$ cat src/sv/iou_dm_pkg.sv
// Shared types and constants for the IoU detection matcher.
package iou_dm_pkg;

  localparam int unsigned MAX_BOXES = 16;
  localparam int unsigned IDX_W     = $clog2(MAX_BOXES);
  localparam int unsigned CNT_W     = $clog2(MAX_BOXES + 1);
  localparam int unsigned COORD_W   = 16;
  localparam int unsigned AREA_W    = 2 * COORD_W;
  localparam int unsigned FP_W      = 16;

  typedef enum logic [1:0] {
    OP_LOAD  = 2'd0,
    OP_TEST  = 2'd1,
    OP_FLUSH = 2'd2
  } op_e;

  typedef enum logic [2:0] {
    KIND_CORRECT  = 3'd0,
    KIND_FALSE    = 3'd1,
    KIND_DUP      = 3'd2,
    KIND_MISSED   = 3'd3,
    KIND_SUMMARY  = 3'd4,
    KIND_REJECTED = 3'd5
  } kind_e;

  typedef struct packed {
    logic [COORD_W-1:0] left;
    logic [COORD_W-1:0] top;
    logic [COORD_W-1:0] width;
    logic [COORD_W-1:0] height;
  } box_t;

endpackage

$ cat src/sv/iou_detection_matcher.sv
// IoU detection matcher: truth table, shared multiplier and scan sequencer.
//
// Truth boxes are loaded one per item into a 16-entry table; a load computes
// the truth area on the shared 16x16 multiplier and stores it, and a load
// into a full table echoes the box back. A detection first takes its own
// area on the multiplier, then scans the loaded entries up to and including
// the first hit (all loaded entries when nothing hits): each entry needs an
// overlap step, a multiply on the shared multiplier and a compare of 3*inter
// against the sum of the areas. A flush walks the n loaded entries, emitting
// each unmatched one as missed, then a summary; it waits while the output is
// stalled. The block takes no item while it works on one; the last result
// sits in an output register, so the next item is accepted while it waits.
module iou_detection_matcher (
  input  logic        clk_i,
  input  logic        rst_ni,
  input  logic        in_valid_i,
  output logic        in_ready_o,
  input  logic [1:0]  operation_i,
  input  logic [15:0] box_left_i,
  input  logic [15:0] box_top_i,
  input  logic [15:0] box_width_i,
  input  logic [15:0] box_height_i,
  output logic        out_valid_o,
  input  logic        out_ready_i,
  output logic [2:0]  kind_o,
  output logic [15:0] out_left_o,
  output logic [15:0] out_top_o,
  output logic [15:0] out_width_o,
  output logic [15:0] out_height_o,
  output logic [4:0]  correct_count_o,
  output logic [15:0] false_pos_count_o,
  output logic [4:0]  missed_count_o,
  output logic [4:0]  truth_count_o,
  output logic        last_o
);

  localparam int unsigned IW = iou_dm_pkg::IDX_W;
  localparam int unsigned CW = iou_dm_pkg::CNT_W;
  localparam int unsigned XW = iou_dm_pkg::COORD_W;
  localparam int unsigned AW = iou_dm_pkg::AREA_W;
  localparam int unsigned FW = iou_dm_pkg::FP_W;

  typedef enum logic [3:0] {
    ST_IDLE,
    ST_LOAD_AREA,
    ST_DET_AREA,
    ST_OVL,
    ST_MUL,
    ST_CMP,
    ST_EMIT,
    ST_FLUSH,
    ST_SUMMARY
  } state_e;

  state_e                state_q;
  iou_dm_pkg::box_t      det_q;
  iou_dm_pkg::box_t      truth_mem [iou_dm_pkg::MAX_BOXES];
  logic [AW-1:0]         area_mem  [iou_dm_pkg::MAX_BOXES];
  logic [iou_dm_pkg::MAX_BOXES-1:0] matched_q;
  logic [CW-1:0]         entries_q;
  logic [CW-1:0]         correct_q;
  logic [FW-1:0]         fp_q;
  logic [CW-1:0]         missed_q;
  logic [CW-1:0]         idx_q;
  logic [AW-1:0]         det_area_q;
  logic [AW:0]           sum_q;
  logic [XW-1:0]         ov_w_q;
  logic [XW-1:0]         ov_h_q;
  logic [AW-1:0]         inter_q;
  iou_dm_pkg::kind_e     kind_q;

  logic                  out_valid_q;
  logic                  out_valid_d;
  iou_dm_pkg::kind_e     out_kind_q;
  iou_dm_pkg::box_t      out_box_q;
  logic [CW-1:0]         out_cc_q;
  logic [FW-1:0]         out_fp_q;
  logic [CW-1:0]         out_mc_q;
  logic [CW-1:0]         out_tc_q;
  logic                  out_last_q;

  logic [XW-1:0]         mul_a;
  logic [XW-1:0]         mul_b;
  logic [AW-1:0]         mul_p;
  logic [IW-1:0]         idx;
  logic [AW+1:0]         tri_inter;
  logic                  hit;
  logic                  slot_free;
  logic                  in_acc;
  logic                  scan_end;

  function automatic logic [XW-1:0] overlap(input logic [XW-1:0] a0, input logic [XW-1:0] al,
                                            input logic [XW-1:0] b0, input logic [XW-1:0] bl);
    logic [XW:0] lo;
    logic [XW:0] ae;
    logic [XW:0] be;
    logic [XW:0] hi;
    logic [XW:0] diff;
    lo   = (a0 > b0) ? {1'b0, a0} : {1'b0, b0};
    ae   = {1'b0, a0} + {1'b0, al};
    be   = {1'b0, b0} + {1'b0, bl};
    hi   = (ae < be) ? ae : be;
    diff = hi - lo;
    return (hi > lo) ? diff[XW-1:0] : '0;
  endfunction

  assign idx       = idx_q[IW-1:0];
  assign in_ready_o = (state_q == ST_IDLE);
  assign in_acc    = in_valid_i && in_ready_o;
  assign slot_free = !out_valid_q || out_ready_i;
  assign scan_end  = (CW'(idx_q + 1'b1) == entries_q);

  // shared multiplier
  always_comb begin
    if (state_q == ST_MUL) begin
      mul_a = ov_w_q;
      mul_b = ov_h_q;
    end else begin
      mul_a = det_q.width;
      mul_b = det_q.height;
    end
  end
  assign mul_p = AW'(mul_a) * AW'(mul_b);

  assign tri_inter = {2'b00, inter_q} + {1'b0, inter_q, 1'b0};
  assign hit       = tri_inter > {1'b0, sum_q};

  always_comb begin
    out_valid_d = out_valid_q && !out_ready_i;
    case (state_q)
      ST_EMIT, ST_SUMMARY: begin
        if (slot_free) out_valid_d = 1'b1;
      end
      ST_FLUSH: begin
        if (slot_free && (idx_q < entries_q) && !matched_q[idx]) out_valid_d = 1'b1;
      end
      default: ;
    endcase
  end

  // truth table storage
  always_ff @(posedge clk_i) begin
    if (in_acc && (operation_i == iou_dm_pkg::OP_LOAD) &&
        (entries_q < CW'(iou_dm_pkg::MAX_BOXES))) begin
      truth_mem[entries_q[IW-1:0]] <= {box_left_i, box_top_i, box_width_i, box_height_i};
    end
    if (state_q == ST_LOAD_AREA) begin
      area_mem[entries_q[IW-1:0]] <= mul_p;
    end
  end

  always_ff @(posedge clk_i or negedge rst_ni) begin
    if (!rst_ni) begin
      state_q     <= ST_IDLE;
      det_q       <= '0;
      matched_q   <= '0;
      entries_q   <= '0;
      correct_q   <= '0;
      fp_q        <= '0;
      missed_q    <= '0;
      idx_q       <= '0;
      det_area_q  <= '0;
      sum_q       <= '0;
      ov_w_q      <= '0;
      ov_h_q      <= '0;
      inter_q     <= '0;
      kind_q      <= iou_dm_pkg::KIND_FALSE;
      out_valid_q <= 1'b0;
      out_kind_q  <= iou_dm_pkg::KIND_FALSE;
      out_box_q   <= '0;
      out_cc_q    <= '0;
      out_fp_q    <= '0;
      out_mc_q    <= '0;
      out_tc_q    <= '0;
      out_last_q  <= 1'b0;
    end else begin
      out_valid_q <= out_valid_d;
      unique case (state_q)
        ST_IDLE: begin
          if (in_acc) begin
            det_q    <= {box_left_i, box_top_i, box_width_i, box_height_i};
            idx_q    <= '0;
            missed_q <= '0;
            case (operation_i)
              iou_dm_pkg::OP_LOAD: begin
                if (entries_q < CW'(iou_dm_pkg::MAX_BOXES)) begin
                  matched_q[entries_q[IW-1:0]] <= 1'b0;
                  state_q <= ST_LOAD_AREA;
                end else begin
                  kind_q  <= iou_dm_pkg::KIND_REJECTED;
                  state_q <= ST_EMIT;
                end
              end
              iou_dm_pkg::OP_TEST:  state_q <= ST_DET_AREA;
              iou_dm_pkg::OP_FLUSH: state_q <= ST_FLUSH;
              default:              state_q <= ST_IDLE;
            endcase
          end
        end
        ST_LOAD_AREA: begin
          entries_q <= CW'(entries_q + 1'b1);
          state_q   <= ST_IDLE;
        end
        ST_DET_AREA: begin
          det_area_q <= mul_p;
          if (entries_q == '0) begin
            kind_q <= iou_dm_pkg::KIND_FALSE;
            if (fp_q != '1) fp_q <= FW'(fp_q + 1'b1);
            state_q <= ST_EMIT;
          end else begin
            state_q <= ST_OVL;
          end
        end
        ST_OVL: begin
          ov_w_q  <= overlap(truth_mem[idx].left, truth_mem[idx].width,
                             det_q.left, det_q.width);
          ov_h_q  <= overlap(truth_mem[idx].top, truth_mem[idx].height,
                             det_q.top, det_q.height);
          sum_q   <= {1'b0, area_mem[idx]} + {1'b0, det_area_q};
          state_q <= ST_MUL;
        end
        ST_MUL: begin
          inter_q <= mul_p;
          state_q <= ST_CMP;
        end
        ST_CMP: begin
          if (hit) begin
            if (matched_q[idx]) begin
              kind_q <= iou_dm_pkg::KIND_DUP;
            end else begin
              kind_q         <= iou_dm_pkg::KIND_CORRECT;
              matched_q[idx] <= 1'b1;
              correct_q      <= CW'(correct_q + 1'b1);
            end
            state_q <= ST_EMIT;
          end else if (scan_end) begin
            kind_q <= iou_dm_pkg::KIND_FALSE;
            if (fp_q != '1) fp_q <= FW'(fp_q + 1'b1);
            state_q <= ST_EMIT;
          end else begin
            idx_q   <= CW'(idx_q + 1'b1);
            state_q <= ST_OVL;
          end
        end
        ST_EMIT: begin
          if (slot_free) begin
            out_kind_q  <= kind_q;
            out_box_q   <= det_q;
            out_cc_q    <= '0;
            out_fp_q    <= '0;
            out_mc_q    <= '0;
            out_tc_q    <= '0;
            out_last_q  <= 1'b1;
            state_q     <= ST_IDLE;
          end
        end
        ST_FLUSH: begin
          if (idx_q >= entries_q) begin
            state_q <= ST_SUMMARY;
          end else if (matched_q[idx]) begin
            idx_q <= CW'(idx_q + 1'b1);
          end else if (slot_free) begin
            out_kind_q  <= iou_dm_pkg::KIND_MISSED;
            out_box_q   <= truth_mem[idx];
            out_cc_q    <= '0;
            out_fp_q    <= '0;
            out_mc_q    <= '0;
            out_tc_q    <= '0;
            out_last_q  <= 1'b0;
            missed_q    <= CW'(missed_q + 1'b1);
            idx_q       <= CW'(idx_q + 1'b1);
          end
        end
        ST_SUMMARY: begin
          if (slot_free) begin
            out_kind_q  <= iou_dm_pkg::KIND_SUMMARY;
            out_box_q   <= '0;
            out_cc_q    <= correct_q;
            out_fp_q    <= fp_q;
            out_mc_q    <= missed_q;
            out_tc_q    <= entries_q;
            out_last_q  <= 1'b1;
            matched_q   <= '0;
            entries_q   <= '0;
            correct_q   <= '0;
            fp_q        <= '0;
            state_q     <= ST_IDLE;
          end
        end
        default: state_q <= ST_IDLE;
      endcase
    end
  end

  assign out_valid_o       = out_valid_q;
  assign kind_o            = out_kind_q;
  assign out_left_o        = out_box_q.left;
  assign out_top_o         = out_box_q.top;
  assign out_width_o       = out_box_q.width;
  assign out_height_o      = out_box_q.height;
  assign correct_count_o   = out_cc_q;
  assign false_pos_count_o = out_fp_q;
  assign missed_count_o    = out_mc_q;
  assign truth_count_o     = out_tc_q;
  assign last_o            = out_last_q;

  a_entries_bound: assert property (@(posedge clk_i) disable iff (!rst_ni)
    entries_q <= CW'(iou_dm_pkg::MAX_BOXES))
    else $error("truth table count exceeds capacity");

  a_correct_bound: assert property (@(posedge clk_i) disable iff (!rst_ni)
    correct_q <= entries_q)
    else $error("more correct matches than loaded entries");

  a_summary_last: assert property (@(posedge clk_i) disable iff (!rst_ni)
    (out_valid_q && (out_kind_q == iou_dm_pkg::KIND_SUMMARY)) |-> out_last_q)
    else $error("summary item without last");

  a_missed_not_last: assert property (@(posedge clk_i) disable iff (!rst_ni)
    (out_valid_q && (out_kind_q == iou_dm_pkg::KIND_MISSED)) |-> !out_last_q)
    else $error("missed item flagged last");

endmodule
$ cat config.mk
export PLATFORM = sky130hd
export DESIGN_NAME = iou_detection_matcher
export DESIGN_NICKNAME = d
export VERILOG_FILES = /design/src/sv/iou_dm_pkg.sv /design/src/sv/iou_detection_matcher.sv
export SDC_FILE = /design/constraint.sdc
export NUM_CORES = 2
export LEC_CHECK = 0
export BUFFER_PORTS_ARGS = -buffer_cell sky130_fd_sc_hd__buf_2
export CAP_MARGIN = 20
export CORE_MARGIN = 4
export CORE_UTILIZATION = 57
export DETAILED_ROUTE_END_ITERATION = 16
export PLACE_DENSITY = 0.76
export SYNTH_ARGS = -nofsm -noshare
export SYNTH_HDL_FRONTEND = slang
export SYNTH_SLANG_ARGS = --single-unit
$ cat constraint.sdc
create_clock -name clk_i -period 8.4 [get_ports clk_i]
set_input_delay 1.68 -clock clk_i [delete_from_list [all_inputs] [get_ports clk_i]]
set_output_delay 1.68 -clock clk_i [all_outputs]
set_load 0.01 [all_outputs]
Word-level counts from Yosys, hierarchy flattened
Memories as Yosys holds them, arrays and structs flattened.
Index checks and enable logic that the tools add are counted.
{ "totals": {"regBits": 352, "ram_bits": 1536, "inputBits": 70, "out_inout_bits": 101, "word_cells": 232, "n_memories": 2} }
{ "classes": {"n_addsub": 13, "multipliers": 1, "magnitude_cmp": 14, "n_eq_ne": 31, "mux": 103, "bitwise": 3, "n_reduce_logical": 37} }
{ "mem_list": {"columns": ["memory", "depth", "word_bits", "read_ports", "rd_clocked_by_memory_dff", "wr", "line_no", "source"], "rows": [
  ["truth_mem", 16, 64, 1, 0, 1, "iou_detection_matcher.sv:57", "iou_dm_pkg::box_t truth_mem [iou_dm_pkg::MAX_BOXES];"],
  ["area_mem", 16, 32, 1, 0, 1, "iou_detection_matcher.sv:58", "logic [AW-1:0] area_mem [iou_dm_pkg::MAX_BOXES];"]
]} }
{ "op_table": {"columns": ["op", "n"], "rows": [
  ["16-bit two-way mux", 20],
  ["64-bit two-way mux", 5],
  ["64-bit case mux with 3 select lines", 1],
  ["16-bit case mux with 3 select lines", 3],
  ["5-bit two-way mux", 24],
  ["16-bit by 16-bit adder with 17-bit output", 4],
  ["5-bit case mux with 3 select lines", 4],
  ["3-bit two-way mux", 15],
  ["32-bit by 33-bit adder with 34-bit output", 1],
  ["17-bit by 16-bit greater-than comparator with 1-bit output", 2],
  ["34-bit by 33-bit greater-than comparator with 1-bit output", 1],
  ["17-bit < comparator", 2],
  ["17-bit two-way mux", 2],
  ["32-bit by 32-bit adder with 33-bit output", 1],
  ["16-bit greater-than comparator", 2],
  ["16-bit by 16-bit multiplier with 32-bit output", 1],
  ["16-bit subtractor", 2],
  ["5-bit case mux with 2 select lines", 3],
  ["4-bit case mux with 7 select lines", 1],
  ["2-bit inequality test (second input constant)", 13],
  ["5-bit by 1-bit adder with 5-bit output (second input constant)", 4],
  ["3-bit case mux with 3 select lines", 2],
  ["6-bit AND reduction", 3],
  ["16-bit by 1-bit adder with 16-bit output (second input constant)", 1],
  ["other kinds (39)", 85]
]} }

Logic depth before layout (Yosys ltp)
{ "logic_depth": {"depth_word": 10, "mapped_depth": 39} }

Least setup slack after synthesis
OpenSTA, ideal clock, no wires.
{ "synth_path": {"path_kind": "flip-flop to flip-flop", "from": "register idx_q[0]", "to": "register ov_h_q[14]", "setup_time_ns": 0.082, "arrival_time_ns": 8.416, "required_time_ns": 8.318, "setup_slack_ns": -0.097, "path_stages_with_launch": 35, "path_cell_list": "dfrtp_1 clkbuf_1 buf_2 clkbuf_1 buf_1 mux4_2 mux4_2 ha_1 fa_1 a21o_1 a21o_1 a21oi_1 o21ai_1 a41oi_1 nor4b_1 nor2_1 xor2_1 ha_1 nand4_1 nor2_1 o211ai_1 o21ai_1 mux2i_1 ha_1 fa_1 nor2b_1 o21ai_1 a21boi_0 o21ai_1 a211oi_1 o21ai_1 a21oi_1 a21oi_1 or4b_1 a31oi_1"} }
{ "synth_via": {"elab_chain_len": 6, "elab_cells_between_ends": 9} }
{ "synth_lines": {"columns": ["element", "line_no", "source"], "rows": [
  ["start, declared", "iou_detection_matcher.sv:64", "logic [CW-1:0] idx_q;"],
  ["start signal, assigned", "iou_detection_matcher.sv:241", "idx_q <= CW'(idx_q + 1'b1);"],
  ["start signal, assigned", "iou_detection_matcher.sv:261", "idx_q <= CW'(idx_q + 1'b1);"],
  ["start signal, assigned", "iou_detection_matcher.sv:271", "idx_q <= CW'(idx_q + 1'b1);"],
  ["memory 16 x 64 bit (*)", null, null],
  ["16-bit by 16-bit adder with 17-bit output", "iou_detection_matcher.sv:100", "ae = {1'b0, a0} + {1'b0, al};"],
  ["17-bit < comparator", "iou_detection_matcher.sv:102", "hi = (ae < be) ? ae : be;"],
  ["17-bit two-way mux", "iou_detection_matcher.sv:102", null],
  ["16-bit subtractor or 17-bit by 16-bit greater-than comparator with 1-bit output (tied branches)", "iou_detection_matcher.sv:103, iou_detection_matcher.sv:104", null],
  ["16-bit two-way mux (*)", "iou_detection_matcher.sv:104", "return (hi > lo) ? diff[XW-1:0] : '0;"],
  ["end signal, assigned", "iou_detection_matcher.sv:217", "ov_h_q <= overlap(truth_mem[idx].top, truth_mem[idx].height,"],
  ["end, declared", "iou_detection_matcher.sv:68", "logic [XW-1:0] ov_h_q;"]
]} }
Mark *: on every way between the ends. The rest lies on a longest branch, timed or not.
A chain may end at the register's enable or synchronous reset.

Worst setup path in the final report
{ "layout_path": {"from": "register idx_q[0]", "to": "register ov_w_q[0]"} }
{ "layout_via": {"elab_chain_len": 6, "elab_cells_between_ends": 9} }
{ "layout_lines": {"columns": ["element", "line_no", "source"], "rows": [
  ["memory 16 x 64 bit (*)", null, null],
  ["16-bit by 16-bit adder with 17-bit output", "iou_detection_matcher.sv:100", null],
  ["17-bit < comparator", "iou_detection_matcher.sv:102", null],
  ["17-bit two-way mux", "iou_detection_matcher.sv:102", null],
  ["16-bit subtractor or 17-bit by 16-bit greater-than comparator with 1-bit output (tied branches)", "iou_detection_matcher.sv:103, iou_detection_matcher.sv:104", null],
  ["16-bit two-way mux (*)", "iou_detection_matcher.sv:104", null],
  ["end signal, assigned", "iou_detection_matcher.sv:215", "ov_w_q <= overlap(truth_mem[idx].left, truth_mem[idx].width,"],
  ["end, declared", "iou_detection_matcher.sv:67", "logic [XW-1:0] ov_w_q;"]
]} }
Marks and branches as above.

==> results by group <==
Run status
  • Status: finished clean

Layout
  • Area occupied by multi-input gates: 34000 µm²
  • Filler Cells Inserted: 10977
  • Fin nets: 7118
  • Synth-to-layout area growth: 11.9%
  • Sequential cell area: 54900 µm²
  • Share of cells above drive strength 1: 0.184

Detailed routing
  • TritonRoute pass-1 iters: 8
  • Vias: 56124
  • WL/cell: 28.9 µm
  • Final WL: roughly 250000 µm
  • Routed vias/inst: 6.45
  • Final antenna-violating net count: 0
  • DRT iter0 DRCs: about 7000
  • DRC: 0

Floorplan
  • DIE HEIGHT: between 400 and 500 µm
  • # IOs: 171
  • Die area: 166000 µm²
  • Number of core rows: 146
  • Die Wd: slightly above 400 µm
  • Initial core utilization: 0.575
  • Core ar.: 159000 µm²

Timing
  • Slew Viols, Final: 0
  • Clk_skew: 72.1 ps
  • RSZ-0062 raised after global routing: yes
  • Setup TNS: 0 ps
  • Hold Vio Cnt, Final: 0
  • Worst-Margin Slew: 1170 ps
  • Fmax: 0.124 GHz
  • Final Setup Violations: 0
  • Worst slew margin: 0.217
  • Period utilisation layout: 0.960
  • Worst hold margin: approximately 480 ps
  • Min cycle time layout: 8060 ps

Worst setup path
  • Largest stage delay on the critical path: 550 ps
  • Critical Path Fanout Max: 18
  • Crit path DAT: 8760 ps
  • Worst setup EP type: flip-flop
  • Required @ worst endpoint: 9100 ps
  • Crit-path most repeated cell: a21o_1
  • Critical path class: reg2reg
  • Crit-path slowest cell: mux4_2
  • Startpoint Class: flip-flop

Clocking
  • CTS tree: done
  • CTS sink count: roughly 1900
  • Max Root-Sink Buffers: 3
  • Clk slew on worst S/H paths: 60 ps
  • H-Tree Level Count: 4
  • Root buf cell: clkbuf_16
  • Clk Latency, worst-skew pair: between 800 and 900 ps
  • Inserted Clock Buffers: 183
  • Post-CTS Hold Fix Bufs: 0

Run
  • Max-Cap Viols: 0

Synth
  • Register bit total from synthesis: 1888
  • Most frequent cell after synthesis: edfxtp_1
  • Main area contributors after synthesis: edfxtp_1 51%, mux4_2 12%, dfrtp_1 9.6%, ha_1 5.2%, fa_1 4.4%
  • Yosys warns: 0
  • Adder-Cell Fraction of Synth Area: 0.0964
  • Post-Synth Simple-Gate Area: 0.0648
  • Post-synth top area share: 0.506
  • Compound-Gate Fraction of Synth Area: 0.0624
  • Syn_nets: 6837
  • Synthesized area per cell: between 10 and 15 µm²
  • Largest family of logic cells by synthesized area: multiplexers
  • XOR/XNOR share of the synthesized area: 0.0160
  • EDFF count, synth: 1536
  • Fraction of registers with async set or reset after synthesis: 0.186
  • Post-synth cell types: 85
  • Dominant synthesized flop cell: edfxtp_1
  • Cell accounting for the most synthesized area: edfxtp_1
  • Mapped Cells: 6186
  • Post-synthesis mux area share: 0.130
  • Commonest cells in the netlist: 1536 x edfxtp_1, 732 x nand2_1, 485 x mux4_2
  • Synth Cell Area: 91100 µm²
  • Register area share after synthesis: 0.603

Placed design
  • Number of buffers inserted by port buffering: 170
  • GP Congestion: between 0.9 and 1
  • DP HPWL: 156000 µm

Min path
  • Hold Path Class: reg2reg

Global routing
  • First-pass GRT wire length: 374000 µm
  • GRT Total Usage: 0.302
  • Largest net degree at the start of global routing: roughly 140
  • Grt total ovfl: 0
  • Vias in the first global route: 57291
  • Antenna violations before repair: 27
## final cells by class
type | count | share of cell area
clock inverters | 99 | 0.0110
diodes | 7 | 0.000172
flip-flops and latches | 1888 | 0.539
repair buffers | 358 | 0.0267
inverters | 414 | 0.0153
clock buffers | 245 | 0.0486
multi-input cells | 3622 | 0.334
well taps | 2072 | 0.0254
## registers in the layout (all words and copies together) (netlist names), 32 cells and up
name	count
truth_mem	1024
area_mem	512
inter_q	32
det_area_q	32
det_q	64
sum_q	33
## kinds of logic after synthesis
logic type | count (synthesis)
AOI/OAI and AO/OA | 949
xor gates and xnor gates | 167
adders and majority gates | 581
buffers and inverters | 676
DFF | 1888
muxes | 572
and+or+nand+nor | 1353
## metrics by stage
step	instance area, µm²	setup slack (ps)	utilization	instances
finish	102000	339	0.643	8705
global placement	95500	296	0.602	8337
floorplan	91100	163	-	6186
detailed placement	95500	195	0.602	8338
CTS	102000	161	0.641	8682
global route	102000	-78.4	0.643	8701
## what timing repair did
action | in CTS | in global routing
buffers inserted | 0 | 8
hold endpoints to repair | 0 | 0
endpoints found under the setup margin | 0 | 128
gates resized for setup | 0 | 27
## cell usage in the layout (no fill, tap or decap), types with 62 or more instances in the layout
cell	count
nand2_1	728
dfrtp_1	347
mux4_2	485
o21ai_0	240
o21ai_1	111
nor3_1	62
edfxtp_1	1536
buf_4	153
a21o_1	98
xnor2_1	100
inv_1	407
buf_2	169
a21oi_1	260
mux2i_1	71
ha_1	379
fa_1	202
nor2_1	230
xor2_1	67
clkbuf_16	188
## worst paths after layout
kind	cells after the start	slack (ps)	from	to
min reg2reg	2	480	out_height_o[15]$_DFFE_PN0P_	out_height_o[15]$_DFFE_PN0P_
min	2	480	out_height_o[15]$_DFFE_PN0P_	out_height_o[15]$_DFFE_PN0P_
min in group asynchronous	1	940	rst_ni	fp_q[8]$_DFFE_PN0P_
max reg2reg	32	340	idx_q[0]$_DFFE_PN0P_	ov_w_q[0]$_DFFE_PN0P_
max	32	340	idx_q[0]$_DFFE_PN0P_	ov_w_q[0]$_DFFE_PN0P_
max in group asynchronous	2	6060	rst_ni	idx_q[0]$_DFFE_PN0P_
## layer usage
metal  GRT usage  vias up  wire length (µm)
met2       0.475     3159            119000
met4       0.122       12             11100
met5           0        -                79
li1            -    23716                 -
met1       0.415    28626             95800
met3      0.0686      611             25400
## critical path, delay by kind of cell (launching register included)
family	cells	cell delay (ps)
AO/OA/AOI/OAI	18	3570
adder cells (fa/ha/maj)	4	1340
buffers and inverters	4	850
flip-flops	1	440
AND/OR/NAND/NOR	4	630
multiplexers	2	1090
Power is left out: the tool's default activity adds up to more than one toggle a clock period on the data nets, which glitch-free logic cannot reach.
